**src/sv/usd_pkg.sv**
```systemverilog
// shared constants, types and decode helpers for the utf-8 stream decoder
// no dependencies; imported by the interfaces and every module of the block
`default_nettype none

package usd_pkg;

   localparam int unsigned BYTE_W    = 8;
   localparam int unsigned CP_W      = 21;
   localparam int unsigned LEN_W     = 3;
   localparam int unsigned CNT_W     = 3;
   localparam int unsigned BUF_DEPTH = 4;
   localparam int unsigned IDX_W     = 2;

   localparam logic [CP_W-1:0] REPL_CP = 21'h00FFFD;

   localparam logic [BYTE_W-1:0] ASCII_LIMIT = 8'h80;
   localparam logic [BYTE_W-1:0] TRAIL_MASK  = 8'hC0;
   localparam logic [BYTE_W-1:0] TRAIL_CODE  = 8'h80;
   localparam logic [BYTE_W-1:0] LEAD2_MASK  = 8'hE0;
   localparam logic [BYTE_W-1:0] LEAD2_CODE  = 8'hC0;
   localparam logic [BYTE_W-1:0] LEAD3_MASK  = 8'hF0;
   localparam logic [BYTE_W-1:0] LEAD3_CODE  = 8'hE0;
   localparam logic [BYTE_W-1:0] LEAD4_MASK  = 8'hF8;
   localparam logic [BYTE_W-1:0] LEAD4_CODE  = 8'hF0;

   localparam logic [CP_W-1:0] MIN_CP2   = 21'h000080;
   localparam logic [CP_W-1:0] MIN_CP3   = 21'h000800;
   localparam logic [CP_W-1:0] MIN_CP4   = 21'h010000;
   localparam logic [CP_W-1:0] MAX_CP    = 21'h10FFFF;
   localparam logic [CP_W-1:0] SURR_LOW  = 21'h00D800;
   localparam logic [CP_W-1:0] SURR_HIGH = 21'h00DFFF;

   localparam logic [LEN_W-1:0] LEN_1 = 3'd1;
   localparam logic [LEN_W-1:0] LEN_2 = 3'd2;
   localparam logic [LEN_W-1:0] LEN_3 = 3'd3;
   localparam logic [LEN_W-1:0] LEN_4 = 3'd4;

   typedef logic [BYTE_W-1:0] byte_type;
   typedef logic [CP_W-1:0]   cp_type;
   typedef logic [LEN_W-1:0]  len_type;
   typedef logic [CNT_W-1:0]  cnt_type;

   // controller -> datapath
   typedef struct packed {
      logic load;   // append the accepted beat to the buffer
      logic step;   // register one result and drop the bytes it used
   } usd_cmd_type;

   // datapath -> controller
   typedef struct packed {
      logic emit;      // head of buffer yields a result now
      logic last;      // that result ends the run for this beat
      logic out_free;  // output register can take a result
   } usd_status_type;

   function automatic len_type seq_length(input byte_type lead);
      len_type len;
      len = LEN_1;
      priority if (lead < ASCII_LIMIT)                 len = LEN_1;
      else if ((lead & LEAD2_MASK) == LEAD2_CODE)      len = LEN_2;
      else if ((lead & LEAD3_MASK) == LEAD3_CODE)      len = LEN_3;
      else if ((lead & LEAD4_MASK) == LEAD4_CODE)      len = LEN_4;
      else                                             len = LEN_1;
      return len;
   endfunction

   function automatic logic is_trail(input byte_type b);
      return (b & TRAIL_MASK) == TRAIL_CODE;
   endfunction

endpackage

`default_nettype wire

```
**src/sv/usd_if.sv**
```systemverilog
// valid/ready channel interfaces for the utf-8 stream decoder
// depends on usd_pkg
`default_nettype none

interface usd_req_if import usd_pkg::*; ();
   logic     valid;
   logic     ready;
   byte_type data_byte;
   logic     end_of_text;

   modport source (output valid, output data_byte, output end_of_text, input ready);
   modport sink   (input valid, input data_byte, input end_of_text, output ready);
endinterface

interface usd_rsp_if import usd_pkg::*; ();
   logic   valid;
   logic   ready;
   cp_type code_point;
   logic   replaced;
   logic   last_of_run;
   logic   text_end;

   modport source (output valid, output code_point, output replaced,
                   output last_of_run, output text_end, input ready);
   modport sink   (input valid, input code_point, input replaced,
                   input last_of_run, input text_end, output ready);
endinterface

`default_nettype wire

```
**src/sv/usd_datapath.sv**
```systemverilog
// byte buffer, sequence decode and output register of the utf-8 decoder
// depends on usd_pkg; driven by usd_ctrl through usd_cmd_type
`default_nettype none

module usd_datapath import usd_pkg::*; (
   input  wire logic           clock,
   input  wire logic           reset,
   input  wire usd_cmd_type    cmd,
   output usd_status_type      status,
   input  wire byte_type       in_byte,
   input  wire logic           in_end,
   output logic                out_valid,
   input  wire logic           out_ready,
   output cp_type              out_code_point,
   output logic                out_replaced,
   output logic                out_last_of_run,
   output logic                out_text_end
);

   byte_type buf_ff [BUF_DEPTH];
   byte_type buf_in [BUF_DEPTH];
   cnt_type  count_ff, count_in;
   logic     flush_ff, flush_in;
   logic     valid_ff, valid_in;
   cp_type   cp_ff, cp_in;
   logic     repl_ff, repl_in;
   logic     last_ff, last_in;
   logic     tend_ff, tend_in;

   byte_type head, b1, b2, b3, next_head;
   len_type  len, used;
   logic     enough, ok;
   cp_type   v2, v3, v4, value;
   cnt_type  rem;
   cnt_type  src;

   assign head = buf_ff[0];
   assign b1   = buf_ff[1];
   assign b2   = buf_ff[2];
   assign b3   = buf_ff[3];

   assign v2 = {10'd0, head[4:0], b1[5:0]};
   assign v3 = {5'd0, head[3:0], b1[5:0], b2[5:0]};
   assign v4 = {head[2:0], b1[5:0], b2[5:0], b3[5:0]};

   always_comb begin
      len    = seq_length(head);
      enough = count_ff >= cnt_type'(len);
      ok     = 1'b0;
      value  = {13'd0, head};
      unique case (len)
         LEN_1: begin
            ok    = head < ASCII_LIMIT;
            value = {13'd0, head};
         end
         LEN_2: begin
            ok    = is_trail(b1) && v2 >= MIN_CP2;
            value = v2;
         end
         LEN_3: begin
            ok    = is_trail(b1) && is_trail(b2) && v3 >= MIN_CP3
                    && !(v3 >= SURR_LOW && v3 <= SURR_HIGH);
            value = v3;
         end
         LEN_4: begin
            ok    = is_trail(b1) && is_trail(b2) && is_trail(b3)
                    && v4 >= MIN_CP4 && v4 <= MAX_CP;
            value = v4;
         end
         default: begin
            ok    = 1'b0;
            value = {13'd0, head};
         end
      endcase
      ok   = ok && enough;
      used = ok ? len : LEN_1;
      rem  = count_ff - cnt_type'(used);

      unique case (used)
         LEN_1:   next_head = b1;
         LEN_2:   next_head = b2;
         LEN_3:   next_head = b3;
         default: next_head = head;
      endcase
   end

   assign status.emit     = (count_ff != '0) && (enough || flush_ff);
   assign status.last     = !((rem != '0) && (flush_ff || rem >= cnt_type'(seq_length(next_head))));
   assign status.out_free = !valid_ff || out_ready;

   // buffer and count update
   always_comb begin
      for (int i = 0; i < BUF_DEPTH; i++) buf_in[i] = buf_ff[i];
      count_in = count_ff;
      flush_in = flush_ff;
      src      = '0;
      if (cmd.load) begin
         buf_in[count_ff[IDX_W-1:0]] = in_byte;
         count_in = count_ff + cnt_type'(1);
         flush_in = in_end;
      end else if (cmd.step) begin
         for (int i = 0; i < BUF_DEPTH; i++) begin
            src = cnt_type'(i) + cnt_type'(used);
            if (src < cnt_type'(BUF_DEPTH)) buf_in[i] = buf_ff[src[IDX_W-1:0]];
         end
         count_in = rem;
      end
   end

   // output register
   always_comb begin
      valid_in = valid_ff && !out_ready;
      cp_in    = cp_ff;
      repl_in  = repl_ff;
      last_in  = last_ff;
      tend_in  = tend_ff;
      if (cmd.step) begin
         valid_in = 1'b1;
         cp_in    = ok ? value : REPL_CP;
         repl_in  = !ok;
         last_in  = status.last;
         tend_in  = status.last && flush_ff;
      end
   end

   always_ff @(posedge clock) begin
      if (reset) begin
         count_ff <= '0;
         valid_ff <= 1'b0;
         flush_ff <= 1'b0;
      end else begin
         count_ff <= count_in;
         valid_ff <= valid_in;
         flush_ff <= flush_in;
      end
   end

   always_ff @(posedge clock) begin
      for (int i = 0; i < BUF_DEPTH; i++) buf_ff[i] <= buf_in[i];
      cp_ff   <= cp_in;
      repl_ff <= repl_in;
      last_ff <= last_in;
      tend_ff <= tend_in;
   end

   assign out_valid       = valid_ff;
   assign out_code_point  = cp_ff;
   assign out_replaced    = repl_ff;
   assign out_last_of_run = last_ff;
   assign out_text_end    = tend_ff;

endmodule

`default_nettype wire

```
**src/sv/usd_ctrl.sv**
```systemverilog
// controller of the utf-8 decoder: accept one beat, then emit its results
// depends on usd_pkg; commands usd_datapath through usd_cmd_type
`default_nettype none

module usd_ctrl import usd_pkg::*; (
   input  wire logic           clock,
   input  wire logic           reset,
   input  wire logic           in_valid,
   output logic                in_ready,
   input  wire usd_status_type status,
   output usd_cmd_type         cmd
);

   localparam logic ST_IDLE   = 1'b0;
   localparam logic ST_DECODE = 1'b1;

   logic state_ff, state_in;

   assign in_ready = (state_ff == ST_IDLE);
   assign cmd.load = in_valid && in_ready;
   assign cmd.step = (state_ff == ST_DECODE) && status.emit && status.out_free;

   always_comb begin
      state_in = state_ff;
      unique case (state_ff)
         ST_IDLE: begin
            if (cmd.load) state_in = ST_DECODE;
         end
         ST_DECODE: begin
            if (!status.emit) state_in = ST_IDLE;
            else if (status.out_free && status.last) state_in = ST_IDLE;
         end
         default: state_in = ST_IDLE;
      endcase
   end

   always_ff @(posedge clock) begin
      if (reset) begin
         state_ff <= ST_IDLE;
      end else begin
         state_ff <= state_in;
      end
   end

endmodule

`default_nettype wire

```
**src/sv/utf8_stream_decoder.sv**
```systemverilog
// top level of the utf-8 stream decoder: controller plus datapath
// depends on usd_pkg, usd_if, usd_ctrl and usd_datapath
//
// usage
//  - req_chan carries one byte of text per beat, end_of_text on the final byte
//  - rsp_chan carries decoded code points; a beat can release zero to four of
//    them, the final one flagged with last_of_run (and text_end on a flush)
//  - invalid bytes give U+FFFD with replaced set and consume one byte only
// timing
//  - a byte is accepted while idle, then its results leave one per cycle
//    while the output register is free; the single decode unit handles one
//    sequence per cycle, and the next byte waits until the run ends
//  - the first result reaches rsp_chan through the output register
// reset
//  - synchronous, active high; empties the byte buffer and the output register
// stalls
//  - a waiting result sits in the output register; a stall on rsp_chan holds
//    the decode step but not the acceptance of the next byte once the run ends
`default_nettype none

module utf8_stream_decoder import usd_pkg::*; (
   input  wire logic clock,
   input  wire logic reset,
   usd_req_if.sink   req_chan,
   usd_rsp_if.source rsp_chan
);

   usd_cmd_type    cmd;
   usd_status_type status;

   // sequencing of accept and emit
   usd_ctrl u_ctrl (
      .clock    (clock),
      .reset    (reset),
      .in_valid (req_chan.valid),
      .in_ready (req_chan.ready),
      .status   (status),
      .cmd      (cmd)
   );

   // byte buffer, decode and output register
   usd_datapath u_datapath (
      .clock           (clock),
      .reset           (reset),
      .cmd             (cmd),
      .status          (status),
      .in_byte         (req_chan.data_byte),
      .in_end          (req_chan.end_of_text),
      .out_valid       (rsp_chan.valid),
      .out_ready       (rsp_chan.ready),
      .out_code_point  (rsp_chan.code_point),
      .out_replaced    (rsp_chan.replaced),
      .out_last_of_run (rsp_chan.last_of_run),
      .out_text_end    (rsp_chan.text_end)
   );

endmodule

`default_nettype wire
```
**src/flat_wrapper.sv**
```systemverilog
// flat-port wrapper written by rule: the top's interface ports become plain ports
module utf8_stream_decoder_flat import usd_pkg::*;
  (clock, reset, req_chan_valid, req_chan_data_byte, req_chan_end_of_text, req_chan_ready, rsp_chan_valid, rsp_chan_code_point, rsp_chan_replaced, rsp_chan_last_of_run, rsp_chan_text_end, rsp_chan_ready);
  usd_req_if req_chan_i ();
  usd_rsp_if rsp_chan_i ();
  input  wire logic clock;
  input  wire logic reset;
  input wire logic [$bits(req_chan_i.valid)-1:0] req_chan_valid;
  input wire logic [$bits(req_chan_i.data_byte)-1:0] req_chan_data_byte;
  input wire logic [$bits(req_chan_i.end_of_text)-1:0] req_chan_end_of_text;
  output wire logic [$bits(req_chan_i.ready)-1:0] req_chan_ready;
  output wire logic [$bits(rsp_chan_i.valid)-1:0] rsp_chan_valid;
  output wire logic [$bits(rsp_chan_i.code_point)-1:0] rsp_chan_code_point;
  output wire logic [$bits(rsp_chan_i.replaced)-1:0] rsp_chan_replaced;
  output wire logic [$bits(rsp_chan_i.last_of_run)-1:0] rsp_chan_last_of_run;
  output wire logic [$bits(rsp_chan_i.text_end)-1:0] rsp_chan_text_end;
  input wire logic [$bits(rsp_chan_i.ready)-1:0] rsp_chan_ready;
  assign req_chan_i.valid = req_chan_valid;
  assign req_chan_i.data_byte = req_chan_data_byte;
  assign req_chan_i.end_of_text = req_chan_end_of_text;
  assign req_chan_ready = req_chan_i.ready;
  assign rsp_chan_valid = rsp_chan_i.valid;
  assign rsp_chan_code_point = rsp_chan_i.code_point;
  assign rsp_chan_replaced = rsp_chan_i.replaced;
  assign rsp_chan_last_of_run = rsp_chan_i.last_of_run;
  assign rsp_chan_text_end = rsp_chan_i.text_end;
  assign rsp_chan_i.ready = rsp_chan_ready;
  utf8_stream_decoder u_core (.clock(clock), .reset(reset), .req_chan(req_chan_i), .rsp_chan(rsp_chan_i));
endmodule
```
**config.mk**
```make
export PLATFORM = sky130hd
export DESIGN_NAME = utf8_stream_decoder_flat
export DESIGN_NICKNAME = d
export VERILOG_FILES = /design/src/sv/usd_pkg.sv /design/src/sv/usd_if.sv /design/src/sv/usd_datapath.sv /design/src/sv/usd_ctrl.sv /design/src/sv/utf8_stream_decoder.sv /design/src/flat_wrapper.sv
export SDC_FILE = /design/constraint.sdc
export NUM_CORES = 1
export LEC_CHECK = 0
export ABC_AREA = 0
export BUFFER_PORTS_ARGS = -buffer_cell sky130_fd_sc_hd__buf_2
export CORE_ASPECT_RATIO = 1.75
export CORE_MARGIN = 4
export CORE_UTILIZATION = 60
export CTS_CLUSTER_DIAMETER = 80
export DETAILED_ROUTE_END_ITERATION = 10
export PLACE_DENSITY = 0.8
export SYNTH_ARGS = -nofsm -noshare
export SYNTH_HDL_FRONTEND = slang
export SYNTH_HIERARCHICAL = 1
export SYNTH_SLANG_ARGS = --single-unit
```
**constraint.sdc**
```tcl
create_clock -name clock -period 5.6 [get_ports clock]
set_input_delay 0.84 -clock clock [delete_from_list [all_inputs] [get_ports clock]]
set_output_delay 0.84 -clock clock [all_outputs]
set_load 0.01 [all_outputs]
```
Word level (Yosys, flattened, before mapping)
Memories as Yosys holds them, arrays and structs flattened.
Index checks and enable logic that the tools add are counted.
{"block": "word_totals", "reg_bits": 30, "ram_bits": 32, "in_bits": 13, "output_inout_bits": 26, "elab_cells": 105, "n_memories": 1}
{"block": "classes", "add_sub_neg": 5, "n_lt_le_gt_ge": 16, "eq_ne": 16, "mux": 28, "bitwise_logic": 2, "n_reduce_logical": 29}
{"name": "u_core.u_datapath.buf_ff", "depth": 4, "word_bits": 8, "rd": 8, "rd_ports_with_merged_regs": 0, "wr": 4, "line_no": "usd_datapath.sv:20", "text": "byte_type buf_ff [BUF_DEPTH];"}
{"cell": "two-way mux 32 bit", "n": 2}
{"cell": "one-hot mux 21 bit (3 select lines)", "n": 1}
{"cell": "two-way mux 8 bit", "n": 5}
{"cell": "two-way mux 3 bit", "n": 11}
{"cell": "bitwise mux 32 bit", "n": 1}
{"cell": "one-hot mux 8 bit (3 select lines)", "n": 1}
{"cell": ">= comparator 21 x 17 -> 1 bit, second input constant", "n": 1}
{"cell": "less-or-equal comparator 21 bit, second input constant", "n": 1}
{"cell": "logical AND 1 bit", "n": 18}
{"cell": "demux 8 bit (select 2 bit)", "n": 1}
{"cell": ">= comparator 16 x 12 -> 1 bit, second input constant", "n": 1}
{"cell": ">= comparator 16 bit, second input constant", "n": 1}
{"cell": "less-or-equal comparator 16 bit, second input constant", "n": 1}
{"cell": "< comparator 8 bit, second input constant", "n": 2}
{"cell": "equality test 3 x 2 -> 1 bit, second input constant", "n": 4}
{"cell": "< comparator 3 bit, second input constant", "n": 4}
{"cell": ">= comparator 11 x 8 -> 1 bit, second input constant", "n": 1}
{"cell": "equality test 5 bit, second input constant", "n": 2}
{"cell": "equality test 3 bit, second input constant", "n": 3}
{"cell": "equality test 4 bit, second input constant", "n": 2}
{"cell": "adder 2 x 3 -> 3 bit, first input constant", "n": 2}
{"cell": "equality test 2 bit, second input constant", "n": 3}
{"cell": "equality test 3 x 1 -> 1 bit, second input constant", "n": 2}
{"cell": ">= comparator 3 bit", "n": 2}
{"cell": "14 further kinds", "n": 24}

Logic depth before layout (Yosys ltp)
An unclocked memory read counts as a cell.
{"block": "depth", "ltp_word": 25, "ltp_mapped": 29, "ltp_nobuf": 25}

Cells and area by module
The synthesis kept the hierarchy.
{"mod": "usd_datapath", "n_inst": 1, "cells_each": 458, "area_per_inst_um2": 4229.1, "seq_area_each_um2": 1781.7}
{"mod": "usd_ctrl", "n_inst": 1, "cells_each": 7, "area_per_inst_um2": 53.8, "seq_area_each_um2": 20.0}

Worst setup path before layout
OpenSTA, ideal clock, no wires.
{"block": "synth_timing", "path_kind": "reg-to-reg", "from": "mem u_core/u_datapath/buf_ff[0][7] (netlist name)", "to": "reg u_core.u_ctrl.state_ff", "setup_ps": 115, "arrival_ps": 4626, "required_ps": 5485, "path_slack_ps": 859, "stages_incl_launch_ff": 29, "path_buffers": 4, "period_less_slack_ps": 4741, "path_cell_list": "edfxtp_1 -> buf_2 -> nand3_1 -> nor2_2 -> clkbuf_1 -> inv_1 -> ha_1 -> nand2_1 -> o21a_1 -> nor2_1 -> nand2_1 -> buf_2 -> ha_1 -> ha_1 -> clkbuf_1 -> nor3_1 -> nand3_1 -> o21ai_0 -> a31oi_1 -> a211oi_1 -> a22oi_1 -> ha_1 -> nand2b_1 -> a21oi_1 -> nor2b_1 -> o32ai_1 -> nand2_1 -> a31oi_1 -> nor2_1"}
{"item": "start, declared", "line_no": "usd_datapath.sv:20"}
{"item": "end signal, assigned", "line_no": "usd_ctrl.sv:41", "text": "state_ff <= state_in;"}
{"item": "end, declared", "line_no": "usd_ctrl.sv:17", "text": "logic state_ff, state_in;"}

==> results.py <==
metrics = {
    "status": {
        "outcome": "complete, no violations",
    },
    "worst_setup_path": {
        "cpMostUsedCell": "ha_1",
        "cp-start-kind": "register",
        "path_class": "reg -> reg",
        "cp_data_arrival_time_ns": 5.41,
        "slowest_delay_ns": 0.54,
        "end_kind": "register",
        "cp_cell_sequence": "nand2b_1, a21oi_2, inv_1, ha_1, nor2b_1, o21a_1, nor2_1, o21ai_2, inv_2, ha_1, a22o_1, o22ai_1, o21ai_0, a31oi_1, a211oi_1, a22oi_1, ha_1, nand2b_1, a21oi_1, nor2b_1, o32ai_1, nand2_1, a31oi_1, nor2_1",
        "worst-path-buf-inv": 2,
        "worstPathRequired_ns": 5.83,
        "crit_family": "compound AO/OA/AOI/OAI gates",
        "slowest_stage": "edfxtp_1",
        "cp_max_fo": 19,
    },
    "die": {
        "ios": 39,
        "initial_utilization_pct": 62.0,
        "fp-row-count": 40,
        "die_height_um": 120,
        "core_area_um2": 6910,
        "die_x_um": 71.9,
        "dieArea_um2": 8610,
    },
    "synth": {
        "synth.net_count": 495,
        "syn_inst": 465,
        "post-synth-top-count-cell": "edfxtp_1",
        "synthTopCellsByArea": "edfxtp_1 (39%), ha_1 (4.7%), nand2_1 (4.6%), a21oi_1 (3.7%), mux2i_1 (3.5%)",
        "ys_seq_elements": 62,
        "syn_avg_cell_area_um2": 9.21,
        "synthDistinctLibCells": 65,
        "seq_area_frac_synth_pct": 42.1,
        "yosys_most_used_dff": "edfxtp_1",
        "synth_largest_area_cell": "edfxtp_1",
        "synth_commonest_cells": "edfxtp_1 (56), nand2_1 (52), nor2_1 (39), a21oi_1 (32), o21ai_0 (21)",
        "synth-edff-count": 56,
        "synth_top_area_share_pct": 39.3,
        "ys_async_sr_fraction_pct": 0,
        "syn_area_um2": 4280,
        "yosysWarnings": 6,
    },
    "sta": {
        "hold-worst-slack_ns": 0.540,
        "worst_slew_pin_slew_ns": 1.12,
        "setup_viol": 0,
        "period_share_pct": 92.6,
        "rsz0062_at_grt": "no",
        "finalSetupTns_ns": 0,
        "skew_ns": 0.00545,
        "slew_headroom_pct": 24.9,
        "final_max_slew_viol_count": 0,
        "setup_slack_ns": 0.416,
        "hold_violations": 0,
        "clock.fmax_mhz": 193,
        "finalCriticalPeriod_ns": 5.18,
    },
    "placement": {
        "dpl.hpwl_mm": 9.82,
        "gp_congestion": 1.04,
        "dpl.cell_count": 564,
        "post-place-ws_ns": 0.639,
        "io_buffers": 38,
    },
    "global_route": {
        "track_usage_pct": 33.7,
        "grt_pass1_vias": 4011,
        "grt_max_degree": 37,
        "antenna_found_initial": 0,
        "use_met3_pct": 7.04,
        "met1_usage_pct": 38.4,
        "use_met2_pct": 54.6,
        "overflow": 0,
        "grt_pass1_wl_mm": 21.6,
        "gr-max-usage-layer": "met2",
    },
    "clock_network": {
        "cts_sinks": 62,
        "cts_buffers": 9,
        "htree_num_levels": 3,
        "cts_tree": "yes",
        "cts_root_buf": "clkbuf_16",
        "path_clk_slew_ns": 0.05,
        "cts_hold_buf": 0,
        "clkLatencyLatePin_ns": 0.34,
        "ctsLongestPathBuffers": 2,
        "cts_resized": 0,
        "postCtsSetupRepairBufs": 0,
    },
    "power": {
        "power_frac_seq_pct": 39.9,
        "p_clk_share_pct": 36.1,
        "switching_share_pct": 31.3,
        "combPwrFrac_pct": 24.1,
        "power_density_nw_per_um2": 308,
        "vdd_drop_max_uv": 194,
        "p_leak_nw": 1.78,
        "p_switching_w": 0.000463,
        "power.internal_w": 0.00102,
    },
    "detailed_routing": {
        "firstDrtPassIters": 6,
        "drtIter0Drc": 614,
        "finalWirelength_mm": 13.9,
        "drc_errors": 0,
        "viasPerCell": 7.16,
        "vias": 4150,
        "drtAntennaViolNets": 0,
        "routedWlPerCell_um": 24.0,
    },
    "finish": {
        "diodes": 0,
        "syn_to_final_growth_pct": 12.4,
        "finalNonFillerCells": 580,
        "num-fill-cells": 550,
        "fin_nets": 521,
        "final_layout_size_suffix_gt1_share_pct": 16.7,
    },
    "run": {
        "drv_cap": 0,
    },
    "worst_hold_path": {
        "hold_path_class": "reg -> reg",
    },
}
flip-flops by register name, indices dropped and copies added (netlist names):
name and cells:
u_core/u_datapath/out_text_end 1, u_core/u_datapath/count_ff 3, u_core/u_datapath/out_last_of_run 1, u_core/u_ctrl/state_ff 1
u_core/u_datapath/flush_ff 1, u_core/u_datapath/out_replaced 1, u_core/u_datapath/buf_ff 32, u_core/u_datapath/out_valid 1
u_core/u_datapath/out_code_point 21
routing by layer:
metal  vias to the layer above  part of all wire (%)
met5                         -                     0
met4                         0                   7.0
met3                        85                    11
met2                       352                    48
met1                      1905                    34
li1                       1808                     -
through the flow:
| stage | util, % | total power (W) | area, um2 |
|---|---|---|---|
| 2_1_floorplan | - | 0.000829 | 4280 |
| 3_3_place_gp | 65.6 | 0.000933 | 4530 |
| 3_5_place_dp | 65.6 | 0.000940 | 4530 |
| 4_1_cts | 69.7 | 0.00147 | 4810 |
| 5_1_grt | 69.7 | 0.00154 | 4810 |
| 6_report | 69.7 | 0.00148 | 4810 |
final timing paths:
check                                                   end                           start  depth (start not counted)  slack, ns
worst max-delay path                 u_core/u_ctrl/state_ff  u_core/u_datapath/buf_ff[0][3]                         24       0.42
worst min-delay path            u_core/u_datapath/out_valid     u_core/u_datapath/out_valid                          2       0.54
worst max register to register       u_core/u_ctrl/state_ff  u_core/u_datapath/buf_ff[0][3]                         24       0.42
worst min register to register  u_core/u_datapath/out_valid     u_core/u_datapath/out_valid                          2       0.54
cells by family after synthesis:
logic type | Yosys count | share of synthesized area, %
compound gates | 152 | 24.9
flops | 62 | 42.1
xor+xnor | 4 | 0.818
buf+inv | 57 | 5.55
simple gates | 157 | 17.8
mux | 16 | 3.77
fa+ha+maj | 17 | 5.14
area by class of cell:
cell class / instances / area (um2) / share of cell area, %
Sequential cell: 62 / 1800 / 37.4
Clock inverter: 5 / 50.0 / 1.04
Timing Repair Buffer: 53 / 303 / 6.29
Inverter: 19 / 71.3 / 1.48
Multi-Input combinational cell: 346 / 2250 / 46.7
Tap cell: 84 / 105 / 2.18
Clock buffer: 11 / 233 / 4.84
worst min-delay path, cell delays in order (launching register included):
cell and delay (ns):
dfxtp_1 0.31, nand2b_1 0.10, a21oi_1 0.08
layout by cell type, fill, tap and decap left out, types with 11 or more instances in the layout:
master and instances:
nand3_1 11, buf_4 15, a211oi_1 13, edfxtp_1 56, a21oi_1 32, o31ai_1 13
buf_2 38, inv_1 15, mux2i_1 15, a22o_1 12, o21ai_0 21, nand2_1 52
a31oi_1 16, nor2_1 39, ha_1 16
power groups by stage:
| stage | combinational, W | sequential (W) | clock, W |
|---|---|---|---|
| finish | 0.000357 | 0.000590 | 0.000534 |
| global route | 0.000385 | 0.000591 | 0.000566 |
| CTS | 0.000347 | 0.000587 | 0.000537 |
| detailed placement | 0.000344 | 0.000596 | 0 |
| global placement | 0.000338 | 0.000595 | 0 |
| floorplan | 0.000255 | 0.000575 | 0 |
No activity file was read; power rests on OpenSTA's default activity.
